[src/rtl/m68kdec_pkg.sv]
`timescale 1ns / 1ps
// ----------------------------------------------------------------------------
// m68kdec_pkg
// Types, codes and helpers shared by the 68000 opcode decoder.
// ----------------------------------------------------------------------------
package m68kdec_pkg;

  // Opcode lines (top four bits of the opword)
  localparam logic [3:0] LINE_IMM    = 4'h0;
  localparam logic [3:0] LINE_MOVE_B = 4'h1;
  localparam logic [3:0] LINE_MOVE_L = 4'h2;
  localparam logic [3:0] LINE_MOVE_W = 4'h3;
  localparam logic [3:0] LINE_MISC   = 4'h4;
  localparam logic [3:0] LINE_QUICK  = 4'h5;
  localparam logic [3:0] LINE_BRANCH = 4'h6;
  localparam logic [3:0] LINE_MOVEQ  = 4'h7;
  localparam logic [3:0] LINE_OR     = 4'h8;
  localparam logic [3:0] LINE_SUB    = 4'h9;
  localparam logic [3:0] LINE_CMP    = 4'hB;
  localparam logic [3:0] LINE_AND    = 4'hC;
  localparam logic [3:0] LINE_ADD    = 4'hD;
  localparam logic [3:0] LINE_SHIFT  = 4'hE;

  // Decode outcomes
  localparam logic [3:0] OUT_ILLEGAL = 4'd0;
  localparam logic [3:0] OUT_FIELDS  = 4'd1;
  localparam logic [3:0] OUT_LINE4   = 4'd2;
  localparam logic [3:0] OUT_MOVES   = 4'd3;
  localparam logic [3:0] OUT_MOVE_B  = 4'd4;
  localparam logic [3:0] OUT_MOVE_L  = 4'd5;
  localparam logic [3:0] OUT_MOVE_W  = 4'd6;
  localparam logic [3:0] OUT_MOVEQ   = 4'd7;
  localparam logic [3:0] OUT_EXG     = 4'd8;

  // Operation ids
  localparam logic [5:0] OP_NOP      = 6'd0;
  localparam logic [5:0] OP_ORI_CCR  = 6'd4;
  localparam logic [5:0] OP_OR       = 6'd10;
  localparam logic [5:0] OP_AND      = 6'd11;
  localparam logic [5:0] OP_SUB      = 6'd12;
  localparam logic [5:0] OP_ADD      = 6'd13;
  localparam logic [5:0] OP_EOR      = 6'd14;
  localparam logic [5:0] OP_MOVEP_TO = 6'd15;
  localparam logic [5:0] OP_MOVEP_FR = 6'd16;
  localparam logic [5:0] OP_DBCC     = 6'd17;
  localparam logic [5:0] OP_BRA      = 6'd18;
  localparam logic [5:0] OP_BSR      = 6'd19;
  localparam logic [5:0] OP_BCC      = 6'd20;
  localparam logic [5:0] OP_ABCD     = 6'd21;
  localparam logic [5:0] OP_SBCD     = 6'd22;
  localparam logic [5:0] OP_MULU     = 6'd23;
  localparam logic [5:0] OP_MULS     = 6'd24;
  localparam logic [5:0] OP_DIVU     = 6'd25;
  localparam logic [5:0] OP_DIVS     = 6'd26;
  localparam logic [5:0] OP_ASR      = 6'd27;

  // Operand fetch kinds
  localparam logic [4:0] FK_BIT_DYN    = 5'd1;
  localparam logic [4:0] FK_MOVEP      = 5'd2;
  localparam logic [4:0] FK_UWORD      = 5'd3;
  localparam logic [4:0] FK_IMM        = 5'd4;
  localparam logic [4:0] FK_ADDQ       = 5'd5;
  localparam logic [4:0] FK_DBCC       = 5'd6;
  localparam logic [4:0] FK_SCC        = 5'd7;
  localparam logic [4:0] FK_BR_SHORT   = 5'd8;
  localparam logic [4:0] FK_BRANCH     = 5'd9;
  localparam logic [4:0] FK_ADDX_DN    = 5'd10;
  localparam logic [4:0] FK_ADDX_PREDEC = 5'd11;
  localparam logic [4:0] FK_DIV        = 5'd12;
  localparam logic [4:0] FK_MATH       = 5'd13;
  localparam logic [4:0] FK_MATH_DN    = 5'd14;
  localparam logic [4:0] FK_ADDA       = 5'd15;
  localparam logic [4:0] FK_CMPA       = 5'd16;
  localparam logic [4:0] FK_CMPM       = 5'd17;
  localparam logic [4:0] FK_CMP        = 5'd18;
  localparam logic [4:0] FK_SHIFT_DN   = 5'd19;
  localparam logic [4:0] FK_SHIFT_MEM  = 5'd20;

  // Operand sizes
  localparam logic [1:0] SZ_BYTE = 2'd0;
  localparam logic [1:0] SZ_WORD = 2'd1;
  localparam logic [1:0] SZ_LONG = 2'd2;

  // CPU levels
  localparam logic [1:0] CPU_010 = 2'd1;
  localparam logic [1:0] CPU_020 = 2'd2;

  // CCR update rules
  localparam logic [3:0] CCR_NONE  = 4'd0;
  localparam logic [3:0] CCR_BASIC = 4'd1;
  localparam logic [3:0] CCR_ADD   = 4'd2;
  localparam logic [3:0] CCR_SUB   = 4'd3;
  localparam logic [3:0] CCR_ADDX  = 4'd4;
  localparam logic [3:0] CCR_SUBX  = 4'd5;
  localparam logic [3:0] CCR_CMP   = 4'd6;
  localparam logic [3:0] CCR_DIV   = 4'd7;
  localparam logic [3:0] CCR_BTST  = 4'd8;

  // Immediate-group selectors (bits 11..9 of line 0)
  localparam logic [2:0] SEL_ORI  = 3'd0;
  localparam logic [2:0] SEL_ANDI = 3'd1;
  localparam logic [2:0] SEL_SUBI = 3'd2;
  localparam logic [2:0] SEL_ADDI = 3'd3;
  localparam logic [2:0] SEL_BAD4 = 3'd4;
  localparam logic [2:0] SEL_EORI = 3'd5;
  localparam logic [2:0] SEL_CMPI = 3'd6;
  localparam logic [2:0] SEL_BAD7 = 3'd7;

  // Effective-address modes
  localparam logic [2:0] EA_DREG = 3'd0;
  localparam logic [2:0] EA_AREG = 3'd1;
  localparam logic [2:0] EA_EXT  = 3'd7;

  typedef struct packed {
    logic       valid;
    logic       data;
    logic       alt;
    logic       data_alt;
    logic       mem_alt;
    logic       dst_alt;
  } ea_t;

  typedef struct packed {
    logic [3:0] outcome;
    logic [5:0] op;
    logic [4:0] fetch;
    logic [1:0] size;
    logic       rd;
    logic       wr;
    logic       sup;
    logic       stk;
    logic [1:0] cpu;
    logic       lanes;
    logic [3:0] rule;
    logic       zst;
  } dec_t;

  function automatic logic ea_valid(logic [2:0] m, logic [2:0] r);
    return (m != EA_EXT) || (r <= 3'd4);
  endfunction

  function automatic logic ea_alt(logic [2:0] m, logic [2:0] r);
    return (m != EA_EXT) || (r <= 3'd1);
  endfunction

  function automatic dec_t dec_fill(logic [5:0] op, logic [4:0] fetch, logic [1:0] size,
                                    logic rd, logic wr, logic [3:0] rule);
    dec_t d;
    d         = '0;
    d.outcome = OUT_FIELDS;
    d.op      = op;
    d.fetch   = fetch;
    d.size    = size;
    d.rd      = rd;
    d.wr      = wr;
    d.rule    = rule;
    d.zst     = (rule == CCR_ADDX) || (rule == CCR_SUBX);
    return d;
  endfunction

endpackage

[src/rtl/m68k_opcode_decoder.sv]
`timescale 1ns / 1ps
// ----------------------------------------------------------------------------
// m68k_opcode_decoder
// Three-stage decoder for the first word of a 68000-family instruction.
// ----------------------------------------------------------------------------
// Takes one opword per clock and returns its decoded form through three
// register stages: stage one classifies the effective-address fields,
// stage two decodes the line into operation, fetch kind, size and flags,
// stage three clears the fields of illegal, delegated and prebuilt outcomes
// and holds the result.
// Throughput is one opword per cycle; each stage stalls only when the stage
// after it is full and not draining, so back-pressure loses nothing.
// Lines A and F decode as illegal; line 4 is reported as delegated.
module m68k_opcode_decoder (
  input  logic        clk_i,
  input  logic        rst_ni,
  input  logic        in_valid_i,
  output logic        in_ready_o,
  input  logic [15:0] opword_i,
  output logic        out_valid_o,
  input  logic        out_ready_i,
  output logic [3:0]  decode_outcome_o,
  output logic [5:0]  operation_id_o,
  output logic [4:0]  fetch_kind_o,
  output logic [1:0]  operand_size_o,
  output logic        reads_operand_o,
  output logic        writes_result_o,
  output logic        needs_supervisor_o,
  output logic        pushes_stack_o,
  output logic [1:0]  min_cpu_o,
  output logic        byte_lanes_o,
  output logic [3:0]  ccr_rule_o,
  output logic        ccr_z_sticky_o
);
  import m68kdec_pkg::*;

  // Stage handshakes
  logic s1_v_q, s2_v_q, s3_v_q;
  logic s1_rdy, s2_rdy, s3_rdy;

  assign s3_rdy     = !s3_v_q || out_ready_i;
  assign s2_rdy     = !s2_v_q || s3_rdy;
  assign s1_rdy     = !s1_v_q || s2_rdy;
  assign in_ready_o = s1_rdy;

  // Stage 1: address-mode classes
  logic [2:0]  in_m, in_r, in_m2, in_r2;
  ea_t         ea_d, ea_q;
  logic [15:0] w_q;

  assign in_m  = opword_i[5:3];
  assign in_r  = opword_i[2:0];
  assign in_m2 = opword_i[8:6];
  assign in_r2 = opword_i[11:9];

  always_comb begin
    ea_d.valid    = ea_valid(in_m, in_r);
    ea_d.data     = ea_valid(in_m, in_r) && (in_m != EA_AREG);
    ea_d.alt      = ea_alt(in_m, in_r);
    ea_d.data_alt = ea_alt(in_m, in_r) && (in_m != EA_AREG);
    ea_d.mem_alt  = ea_alt(in_m, in_r) && (in_m >= 3'd2);
    ea_d.dst_alt  = ea_alt(in_m2, in_r2);
  end

  // Stage 2: line decode
  logic [2:0] m, r, sel, imm_i;
  logic [1:0] sc;
  logic [5:0] br_op;
  logic       b8, is_c, add;
  dec_t       dec_d, dec_q;
  logic       ok_d, ok_q;

  assign m     = w_q[5:3];
  assign r     = w_q[2:0];
  assign sc    = w_q[7:6];
  assign sel   = w_q[11:9];
  assign imm_i = {w_q[11], w_q[9], w_q[6]};
  assign b8    = w_q[8];
  assign is_c  = w_q[14];
  assign add   = w_q[14];
  assign br_op = (w_q[11:8] == 4'h0) ? OP_BRA :
                 (w_q[11:8] == 4'h1) ? OP_BSR : OP_BCC;

  always_comb begin
    dec_d = '0;
    ok_d  = 1'b1;
    unique case (w_q[15:12])
      LINE_IMM: begin
        if ((w_q & 16'hf138) == 16'h0108) begin
          dec_d = dec_fill(w_q[7] ? OP_MOVEP_TO : OP_MOVEP_FR, FK_MOVEP,
                           {1'b0, 1'b1} + {1'b0, w_q[6]}, 1'b0, 1'b0, CCR_NONE);
          dec_d.lanes = 1'b1;
        end else if (b8 || (w_q[15:8] == 8'h08)) begin
          if (sc != 2'd0 && !ea_q.alt) ok_d = 1'b0;
          dec_d = dec_fill({4'd0, sc}, {4'd0, b8}, (m == EA_DREG) ? SZ_LONG : SZ_BYTE,
                           1'b1, sc != 2'd0, CCR_BTST);
        end else if ((w_q & 16'h05bf) == 16'h003c) begin
          if (imm_i == 3'd4 || imm_i == 3'd5) ok_d = 1'b0;
          dec_d = dec_fill(imm_i[2] ? OP_ORI_CCR + {3'd0, imm_i} - 6'd2
                                    : OP_ORI_CCR + {3'd0, imm_i},
                           FK_UWORD, {1'b0, w_q[6]}, 1'b0, 1'b0, CCR_NONE);
          dec_d.sup = w_q[6];
        end else if (sc == 2'd3) begin
          ok_d = 1'b0;
        end else if (w_q[15:8] == 8'h0e) begin
          if (!ea_q.mem_alt) ok_d = 1'b0;
          dec_d.outcome = OUT_MOVES;
        end else begin
          if (!ea_q.data || (sel != SEL_CMPI && !ea_q.alt)) ok_d = 1'b0;
          if (sel == SEL_BAD4 || sel == SEL_BAD7) ok_d = 1'b0;
          case (sel)
            SEL_CMPI: begin
              if (m == EA_EXT && r[1]) begin
                dec_d = dec_fill(OP_NOP, FK_IMM, sc, 1'b1, 1'b1, CCR_NONE);
                dec_d.cpu = CPU_010;
              end else begin
                dec_d = dec_fill(OP_NOP, FK_IMM, sc, 1'b1, 1'b0, CCR_SUB);
              end
            end
            SEL_SUBI: dec_d = dec_fill(OP_SUB, FK_IMM, sc, 1'b1, 1'b1, CCR_SUB);
            SEL_ADDI: dec_d = dec_fill(OP_ADD, FK_IMM, sc, 1'b1, 1'b1, CCR_ADD);
            SEL_ORI:  dec_d = dec_fill(OP_OR, FK_IMM, sc, 1'b1, 1'b1, CCR_BASIC);
            SEL_ANDI: dec_d = dec_fill(OP_AND, FK_IMM, sc, 1'b1, 1'b1, CCR_BASIC);
            SEL_EORI: dec_d = dec_fill(OP_EOR, FK_IMM, sc, 1'b1, 1'b1, CCR_BASIC);
            default:  dec_d = '0;
          endcase
        end
      end
      LINE_MOVE_B, LINE_MOVE_L, LINE_MOVE_W: begin
        if (!ea_q.valid || !ea_q.dst_alt) ok_d = 1'b0;
        if (w_q[15:12] == LINE_MOVE_B && (m == EA_AREG || w_q[8:6] == EA_AREG)) ok_d = 1'b0;
        dec_d.outcome = (w_q[15:12] == LINE_MOVE_B) ? OUT_MOVE_B :
                        (w_q[15:12] == LINE_MOVE_L) ? OUT_MOVE_L : OUT_MOVE_W;
      end
      LINE_MISC: dec_d.outcome = OUT_LINE4;
      LINE_QUICK: begin
        if (sc != 2'd3) begin
          if (!ea_q.alt || (m == EA_AREG && sc == 2'd0)) ok_d = 1'b0;
          dec_d = b8 ? dec_fill(OP_SUB, FK_ADDQ, sc, 1'b1, 1'b1, CCR_SUB)
                     : dec_fill(OP_ADD, FK_ADDQ, sc, 1'b1, 1'b1, CCR_ADD);
        end else if (m == EA_AREG) begin
          dec_d = dec_fill(OP_DBCC, FK_DBCC, SZ_WORD, 1'b0, 1'b0, CCR_NONE);
        end else if (ea_q.data_alt) begin
          dec_d = dec_fill(OP_NOP, FK_SCC, SZ_BYTE, 1'b0, 1'b1, CCR_NONE);
        end else begin
          ok_d = 1'b0;
        end
      end
      LINE_BRANCH: begin
        if (w_q[7:0] == 8'h00) begin
          dec_d = dec_fill(br_op, FK_BRANCH, SZ_WORD, 1'b0, 1'b0, CCR_NONE);
        end else if (w_q[7:0] == 8'hff) begin
          dec_d = dec_fill(br_op, FK_BRANCH, SZ_LONG, 1'b0, 1'b0, CCR_NONE);
          dec_d.cpu = CPU_020;
        end else begin
          dec_d = dec_fill(br_op, FK_BR_SHORT, SZ_BYTE, 1'b0, 1'b0, CCR_NONE);
        end
        if (w_q[11:8] == 4'h1) begin
          dec_d.cpu = 2'd0;
          dec_d.stk = 1'b1;
        end
      end
      LINE_MOVEQ: begin
        if (b8) ok_d = 1'b0;
        dec_d.outcome = OUT_MOVEQ;
      end
      LINE_OR, LINE_AND: begin
        if (sc == 2'd0 && b8 && m <= EA_AREG) begin
          dec_d = dec_fill(is_c ? OP_ABCD : OP_SBCD,
                           (m == EA_DREG) ? FK_ADDX_DN : FK_ADDX_PREDEC,
                           SZ_BYTE, 1'b1, 1'b1, is_c ? CCR_ADDX : CCR_SUBX);
        end else if (sc == 2'd3 && ea_q.data) begin
          if (is_c) dec_d = dec_fill(b8 ? OP_MULS : OP_MULU, FK_MATH_DN, SZ_WORD,
                                     1'b1, 1'b1, CCR_BASIC);
          else      dec_d = dec_fill(b8 ? OP_DIVS : OP_DIVU, FK_DIV, SZ_WORD,
                                     1'b1, 1'b1, CCR_DIV);
        end else if (sc != 2'd3 && (b8 ? ea_q.mem_alt : ea_q.data)) begin
          dec_d = dec_fill(is_c ? OP_AND : OP_OR, b8 ? FK_MATH : FK_MATH_DN, sc,
                           1'b1, 1'b1, CCR_BASIC);
        end else if (is_c && b8 && (w_q[7:3] == 5'h08 || w_q[7:3] == 5'h09 ||
                                    w_q[7:3] == 5'h11)) begin
          dec_d.outcome = OUT_EXG;
        end else begin
          ok_d = 1'b0;
        end
      end
      LINE_SUB, LINE_ADD: begin
        if (sc == 2'd3) begin
          dec_d = dec_fill(add ? OP_ADD : OP_SUB, FK_ADDA, b8 ? SZ_LONG : SZ_WORD,
                           1'b1, 1'b1, add ? CCR_ADD : CCR_SUB);
        end else if (b8 ? ea_q.mem_alt : ((sc == 2'd0) ? ea_q.data : ea_q.valid)) begin
          dec_d = dec_fill(add ? OP_ADD : OP_SUB, b8 ? FK_MATH : FK_MATH_DN, sc,
                           1'b1, 1'b1, add ? CCR_ADD : CCR_SUB);
        end else if (m <= EA_AREG) begin
          dec_d = dec_fill(add ? OP_ADD : OP_SUB,
                           (m == EA_DREG) ? FK_ADDX_DN : FK_ADDX_PREDEC, sc,
                           1'b1, 1'b1, add ? CCR_ADDX : CCR_SUBX);
        end else begin
          ok_d = 1'b0;
        end
      end
      LINE_CMP: begin
        if (sc == 2'd3) begin
          if (!ea_q.valid) ok_d = 1'b0;
          dec_d = dec_fill(OP_NOP, FK_CMPA, b8 ? SZ_LONG : SZ_WORD, 1'b0, 1'b0, CCR_CMP);
        end else if (b8) begin
          if (m == EA_AREG)       dec_d = dec_fill(OP_NOP, FK_CMPM, sc, 1'b0, 1'b0, CCR_SUB);
          else if (ea_q.data_alt) dec_d = dec_fill(OP_EOR, FK_MATH, sc, 1'b1, 1'b1,
                                                   CCR_BASIC);
          else                    ok_d = 1'b0;
        end else begin
          if (!ea_q.valid) ok_d = 1'b0;
          dec_d = dec_fill(OP_NOP, FK_CMP, sc, 1'b0, 1'b0, CCR_SUB);
        end
      end
      LINE_SHIFT: begin
        if (sc != 2'd3) begin
          dec_d = dec_fill(OP_ASR + {3'd0, w_q[4:3], b8}, FK_SHIFT_DN, sc,
                           1'b1, 1'b1, CCR_NONE);
        end else begin
          if (w_q[11] || !ea_q.mem_alt) ok_d = 1'b0;
          dec_d = dec_fill(OP_ASR + {3'd0, w_q[10:8]}, FK_SHIFT_MEM, SZ_WORD,
                           1'b1, 1'b1, CCR_NONE);
        end
      end
      default: ok_d = 1'b0;
    endcase
  end

  // Stage 3: clear fields that only a by-fields outcome carries
  dec_t res_d, res_q;

  always_comb begin
    res_d = '0;
    if (ok_q) begin
      if (dec_q.outcome == OUT_FIELDS) res_d = dec_q;
      else                             res_d.outcome = dec_q.outcome;
    end
  end

  // Valid bits
  always_ff @(posedge clk_i or negedge rst_ni) begin
    if (!rst_ni) begin
      s1_v_q <= 1'b0;
      s2_v_q <= 1'b0;
      s3_v_q <= 1'b0;
    end else begin
      if (s1_rdy) s1_v_q <= in_valid_i;
      if (s2_rdy) s2_v_q <= s1_v_q;
      if (s3_rdy) s3_v_q <= s2_v_q;
    end
  end

  // Payload: advance a stage only when the next one can take it
  always_ff @(posedge clk_i) begin
    if (s1_rdy && in_valid_i) begin
      w_q  <= opword_i;
      ea_q <= ea_d;
    end
    if (s2_rdy && s1_v_q) begin
      dec_q <= dec_d;
      ok_q  <= ok_d;
    end
    if (s3_rdy && s2_v_q) begin
      res_q <= res_d;
    end
  end

  assign out_valid_o        = s3_v_q;
  assign decode_outcome_o   = res_q.outcome;
  assign operation_id_o     = res_q.op;
  assign fetch_kind_o       = res_q.fetch;
  assign operand_size_o     = res_q.size;
  assign reads_operand_o    = res_q.rd;
  assign writes_result_o    = res_q.wr;
  assign needs_supervisor_o = res_q.sup;
  assign pushes_stack_o     = res_q.stk;
  assign min_cpu_o          = res_q.cpu;
  assign byte_lanes_o       = res_q.lanes;
  assign ccr_rule_o         = res_q.rule;
  assign ccr_z_sticky_o     = res_q.zst;

endmodule
[config.mk]
export PLATFORM = sky130hd
export DESIGN_NAME = m68k_opcode_decoder
export DESIGN_NICKNAME = d
export VERILOG_FILES = /design/src/rtl/m68kdec_pkg.sv /design/src/rtl/m68k_opcode_decoder.sv
export SDC_FILE = /design/constraint.sdc
export NUM_CORES = 1
export LEC_CHECK = 0
export BUFFER_PORTS_ARGS = -buffer_cell sky130_fd_sc_hd__buf_2
export CORE_MARGIN = 2
export CORE_UTILIZATION = 45
export DETAILED_ROUTE_END_ITERATION = 10
export PLACE_DENSITY = 0.61
export SLEW_MARGIN = 20
export SYNTH_ARGS = -nofsm -noshare
export SYNTH_HDL_FRONTEND = slang
export SYNTH_SLANG_ARGS = --single-unit
export TNS_END_PERCENT = 10
[constraint.sdc]
create_clock -name clk_i -period 5.5 [get_ports clk_i]
set_input_delay 0 -clock clk_i [delete_from_list [all_inputs] [get_ports clk_i]]
set_output_delay 0 -clock clk_i [all_outputs]
set_load 0.01 [all_outputs]
## Word-level counts from Yosys, hierarchy flattened

Cells that the tools add are included.

- Output and inout port bits: 31
- Flip-flop bits (word level): 84
- Input port bits: 20

- Reduce and logical (&&, ||, !) cells: 55
- Order comparisons: 5
- Eq/ne operators: 45
- Mux-type cells: 81
- Add/sub/neg operators: 5

Operators with widths:

| operator | number |
|---|---|
| $mux 26 | 9 |
| $mux 29 | 7 |
| $pmux 25 s7 | 1 |
| $pmux 26 s6 | 1 |
| $mux 25 | 2 |
| $mux 23 | 2 |
| $pmux 4 s10 | 1 |
| $mux 1 | 37 |
| $mux 15 | 2 |
| $eq 3x3->1 const B | 9 |
| $eq 4x4->1 const B | 6 |
| $eq 8x4->1 const B | 3 |
| $mux 20 | 1 |
| $logic_or 1x1->1 | 18 |
| $logic_and 1x1->1 | 17 |
| $eq 4x3->1 const B | 4 |
| $mux 4 | 4 |
| $mux 2 | 7 |
| $add 5x3->6 const A | 2 |
| $eq 4x1->1 const B | 3 |
| $mux 11 | 1 |
| $eq 5x4->1 const B | 2 |
| $eq 3x1->1 const B | 3 |
| $eq 9x6->1 const B | 1 |
| 28 further kinds | 48 |

## Logic depth before layout (Yosys ltp)

- Depth in word-level cells: 11
- Mapped depth: 9
- Mapped depth without buffers: 8

## Least setup slack after synthesis

OpenSTA, ideal clock, no wires.

- Path type: reg-to-reg
- Start: register w_q[7]
- End: register dec_q[16] (netlist name), data pin
- Cell stages (with the launch flop): 7
- Required time: 5.228 ns
- Arrival time: 2.135 ns
- Path buffers: 2
- Period minus slack after synthesis: 2.407 ns
- Slack: 3.093 ns
- Setup time: 0.272 ns
- Cell sequence: edfxtp_1 > buf_6 > or4b_1 > or4_1 > buf_2 > and4_4 > or4_1

RTL lines:

| item | line | text |
|---|---|---|
| start: declaration | m68k_opcode_decoder.sv:49 | `logic [15:0] w_q;` |
| start signal: assignment | m68k_opcode_decoder.sv:257 | `w_q <= opword_i;` |
| end signal: assignment | m68k_opcode_decoder.sv:261 | `dec_q <= dec_d;` |
| end: declaration | m68k_opcode_decoder.sv:70 | `dec_t dec_d, dec_q;` |

==> flow_summary.ini <==
[route]
top_layer_used = met4
drtIter0Drc = 309
drt-pass1-iter-count = 7
drt-met1-wl_mm = 5.33
via_per_inst = 6.03
wl_mm = 12.7
dr_wl_met2_mm = 5.96
detail_route.wl_per_cell_um = 20.4
antenna_left = 0
drc = 0
dr_wl_met3_um = 824
vias = 3737

[sta]
rsz0062_at_grt = false
worst_slew_pin_slew_ns = 0.917
slew_headroom = 0.386
setup-violations-final = 0
hold_viol = 0
fin_crit_ns = 3.16
slew_viol_final = 0
skew_ns = 0.0140
setup_tns_ns = 0
fmax_ghz = 0.317
min_period_over_period = 0.574

[finish]
syn_to_final_growth_pct = 16.2
postLayoutCoreUtil = 0.542
drive_gt1_frac = 0.172
fillers = 882
diodes = 0
final_nets = 510

[floorplanning]
coreArea_mm2 = 0.00982
die_w_um = 105
initial_core_util = 0.466
io_pins = 51
rows = 36
die_h_um = 105
die-area_mm2 = 0.0110

[clock_tree]
cts_root_buf = clkbuf_8
insertion_delay_ns = 0.38
cts_tree = built
clkTransAtPathRegs_ns = 0.10
post_cts_buffers = 0
clock_path_buffers = 2
clock_sinks = 84
h-tree-depth = 3
cts_hold_buf = 21
cts_buffers = 9
cts_resized = 0

[worst_setup_path]
startpoint_type = flip-flop
critPathMaxFanout = 23
regToRegSetupSlack_ns = 2.34
critPathArrivalTime_ns = 3.27
reg2reg_from = w_q[8]$_DFFE_PP_
cp_data_required_time_ns = 5.61
regToRegEndpoint = dec_q[16]$_DFFE_PP_
crit_path_end_kind = flip-flop
reg2reg_depth = 4
crit_type = reg -> reg

[global_route]
grt_pass1_vias = 3530
grt_pass1_wl_mm = 19.7
grtUsageTotal = 0.238
antenna_found_initial = 0
grt-ovfl-total = 0
grt_max_degree = 31

[place]
numPortBuffers = 50
gp_congestion = 1.00
dp_hpwl_mm = 8.82

[logic_synthesis]
ys_types = 66
synthArstFlopShare = 0.0357
synthCells = 425
synth_area_leaders = edfxtp_1 53%, and2_1 4.9%, a21oi_1 2.7%, clkbuf_1 2.3%, nor2_1 2.3%
syn_area_mm2 = 0.00458
ys_ff_latch = 84
synth_common_cells = 81 x edfxtp_1, 36 x and2_1, 28 x clkbuf_1, 28 x nor2_1, 26 x nand2_1
yosysWarningCount = 0
synth-edff-count = 81
synth_top_area_frac = 0.531
ys.flop_type = edfxtp_1
synth.most_common_cell = edfxtp_1
syn_nets = 453
synth_area_per_cell_um2 = 10.8
yosys.area.top_type = edfxtp_1
synth_seq_area_share = 0.548

[job]
max_cap_viol_count = 0

[worst_hold_path]
hold_depth = 2
hp-class = in -> reg
min_from = opword_i[9]
worstHoldEndpoint = w_q[9]$_DFFE_PP_

[power_and_ir_drop]
ir_worst_vdd_v = 0.000135
powerDensity_mw_per_mm2 = 272
leakagePower_nw = 1.99

[status]
outcome = complete, no violations
layer usage:
metal,up-vias,GRT usage
met2,213,0.376
li1,1734,-
met1,1752,0.319
met3,38,0.0299
met4,0,0.130
met5,-,0
final cells by class:
class                   count  area, um^2  area share
flip-flops and latches     84        2510       0.471
multi-input cells         299        1920       0.361
repair buffers             76         498      0.0936
well taps                 133         166      0.0313
clock buffers               9         124      0.0233
clock inverters             7        58.8      0.0111
inverters                  12        45.0     0.00847
worst max path at each step:
stage	cells after the start	start	end	slack, ns
2_1_floorplan	6	w_q[7]$_DFFE_PP_	dec_q[16]$_DFFE_PP_	3.09
3_3_place_gp	4	w_q[8]$_DFFE_PP_	dec_q[16]$_DFFE_PP_	2.44
3_5_place_dp	4	w_q[8]$_DFFE_PP_	dec_q[16]$_DFFE_PP_	2.41
4_1_cts	4	w_q[8]$_DFFE_PP_	dec_q[16]$_DFFE_PP_	2.40
5_1_grt	4	w_q[8]$_DFFE_PP_	dec_q[16]$_DFFE_PP_	2.28
6_report	4	w_q[8]$_DFFE_PP_	dec_q[16]$_DFFE_PP_	2.34
critical path, cell delays in order (launching register included):
cell,delay (ns)
edfxtp_1,0.75
or4b_1,0.62
or4_1,0.70
and4_4,0.31
or4_1,0.51
logic make-up after synthesis:
| kind of cell | count (synthesis) | share of synthesized area |
|---|---|---|
| AND/OR/NAND/NOR | 183 | 0.230 |
| adder cells (fa/ha/maj) | 8 | 0.0219 |
| AO/OA/AOI/OAI | 102 | 0.150 |
| multiplexers | 6 | 0.0137 |
| buffers and inverters | 42 | 0.0363 |
| flip-flops | 84 | 0.548 |
state kept, by name, summed over array words and instances, names as in the netlist, 4 cells and up:
| register | count |
|---|---|
| decode_outcome_o | 4 |
| w_q | 16 |
| ea_q | 6 |
| ccr_rule_o | 4 |
| operation_id_o | 6 |
| fetch_kind_o | 5 |
| dec_q | 29 |
cells in the final DEF (no fill, tap or decap), types with 3 or more instances in the layout:
cell and instances:
nand3_1 19, clkbuf_8 9, or4_1 5, dlygate4sd3_1 21
a211oi_1 3, nor3_1 7, a31oi_1 8, a21boi_0 3
buf_4 5, and3_1 3, or2_2 3, buf_2 50
ha_1 8, edfxtp_1 81, and2_1 36, nor2_1 28
a21oi_1 25, nand2b_1 7, o211ai_1 7, nand3b_1 4
a221oi_1 3, mux2i_1 4, dfrtp_1 3, nor4_1 6
o311ai_0 3, inv_1 12, nand4_1 6, o21ai_0 20
nor2b_1 10, nand2_1 26, nor3b_1 5
through the flow:
stage          hold WS, ns  instances  power (mW)  area (um^2)  setup slack (ns)
6_report             0.334        620        1.45         5320              2.34
3_3_place_gp        -0.206        583        1.03         4930              2.44
2_1_floorplan       -0.296        425       0.946         4580              3.09
3_5_place_dp        -0.203        583        1.03         4930              2.41
5_1_grt              0.346        620        1.51         5320              2.28
4_1_cts              0.333        620        1.45         5320              2.40
where the power goes:
group          internal [mW]  switching, mW
Clock                  0.171          0.246
Sequential             0.772         0.0428
Combinational         0.0842          0.130
No activity file was read; power rests on OpenSTA's default activity.
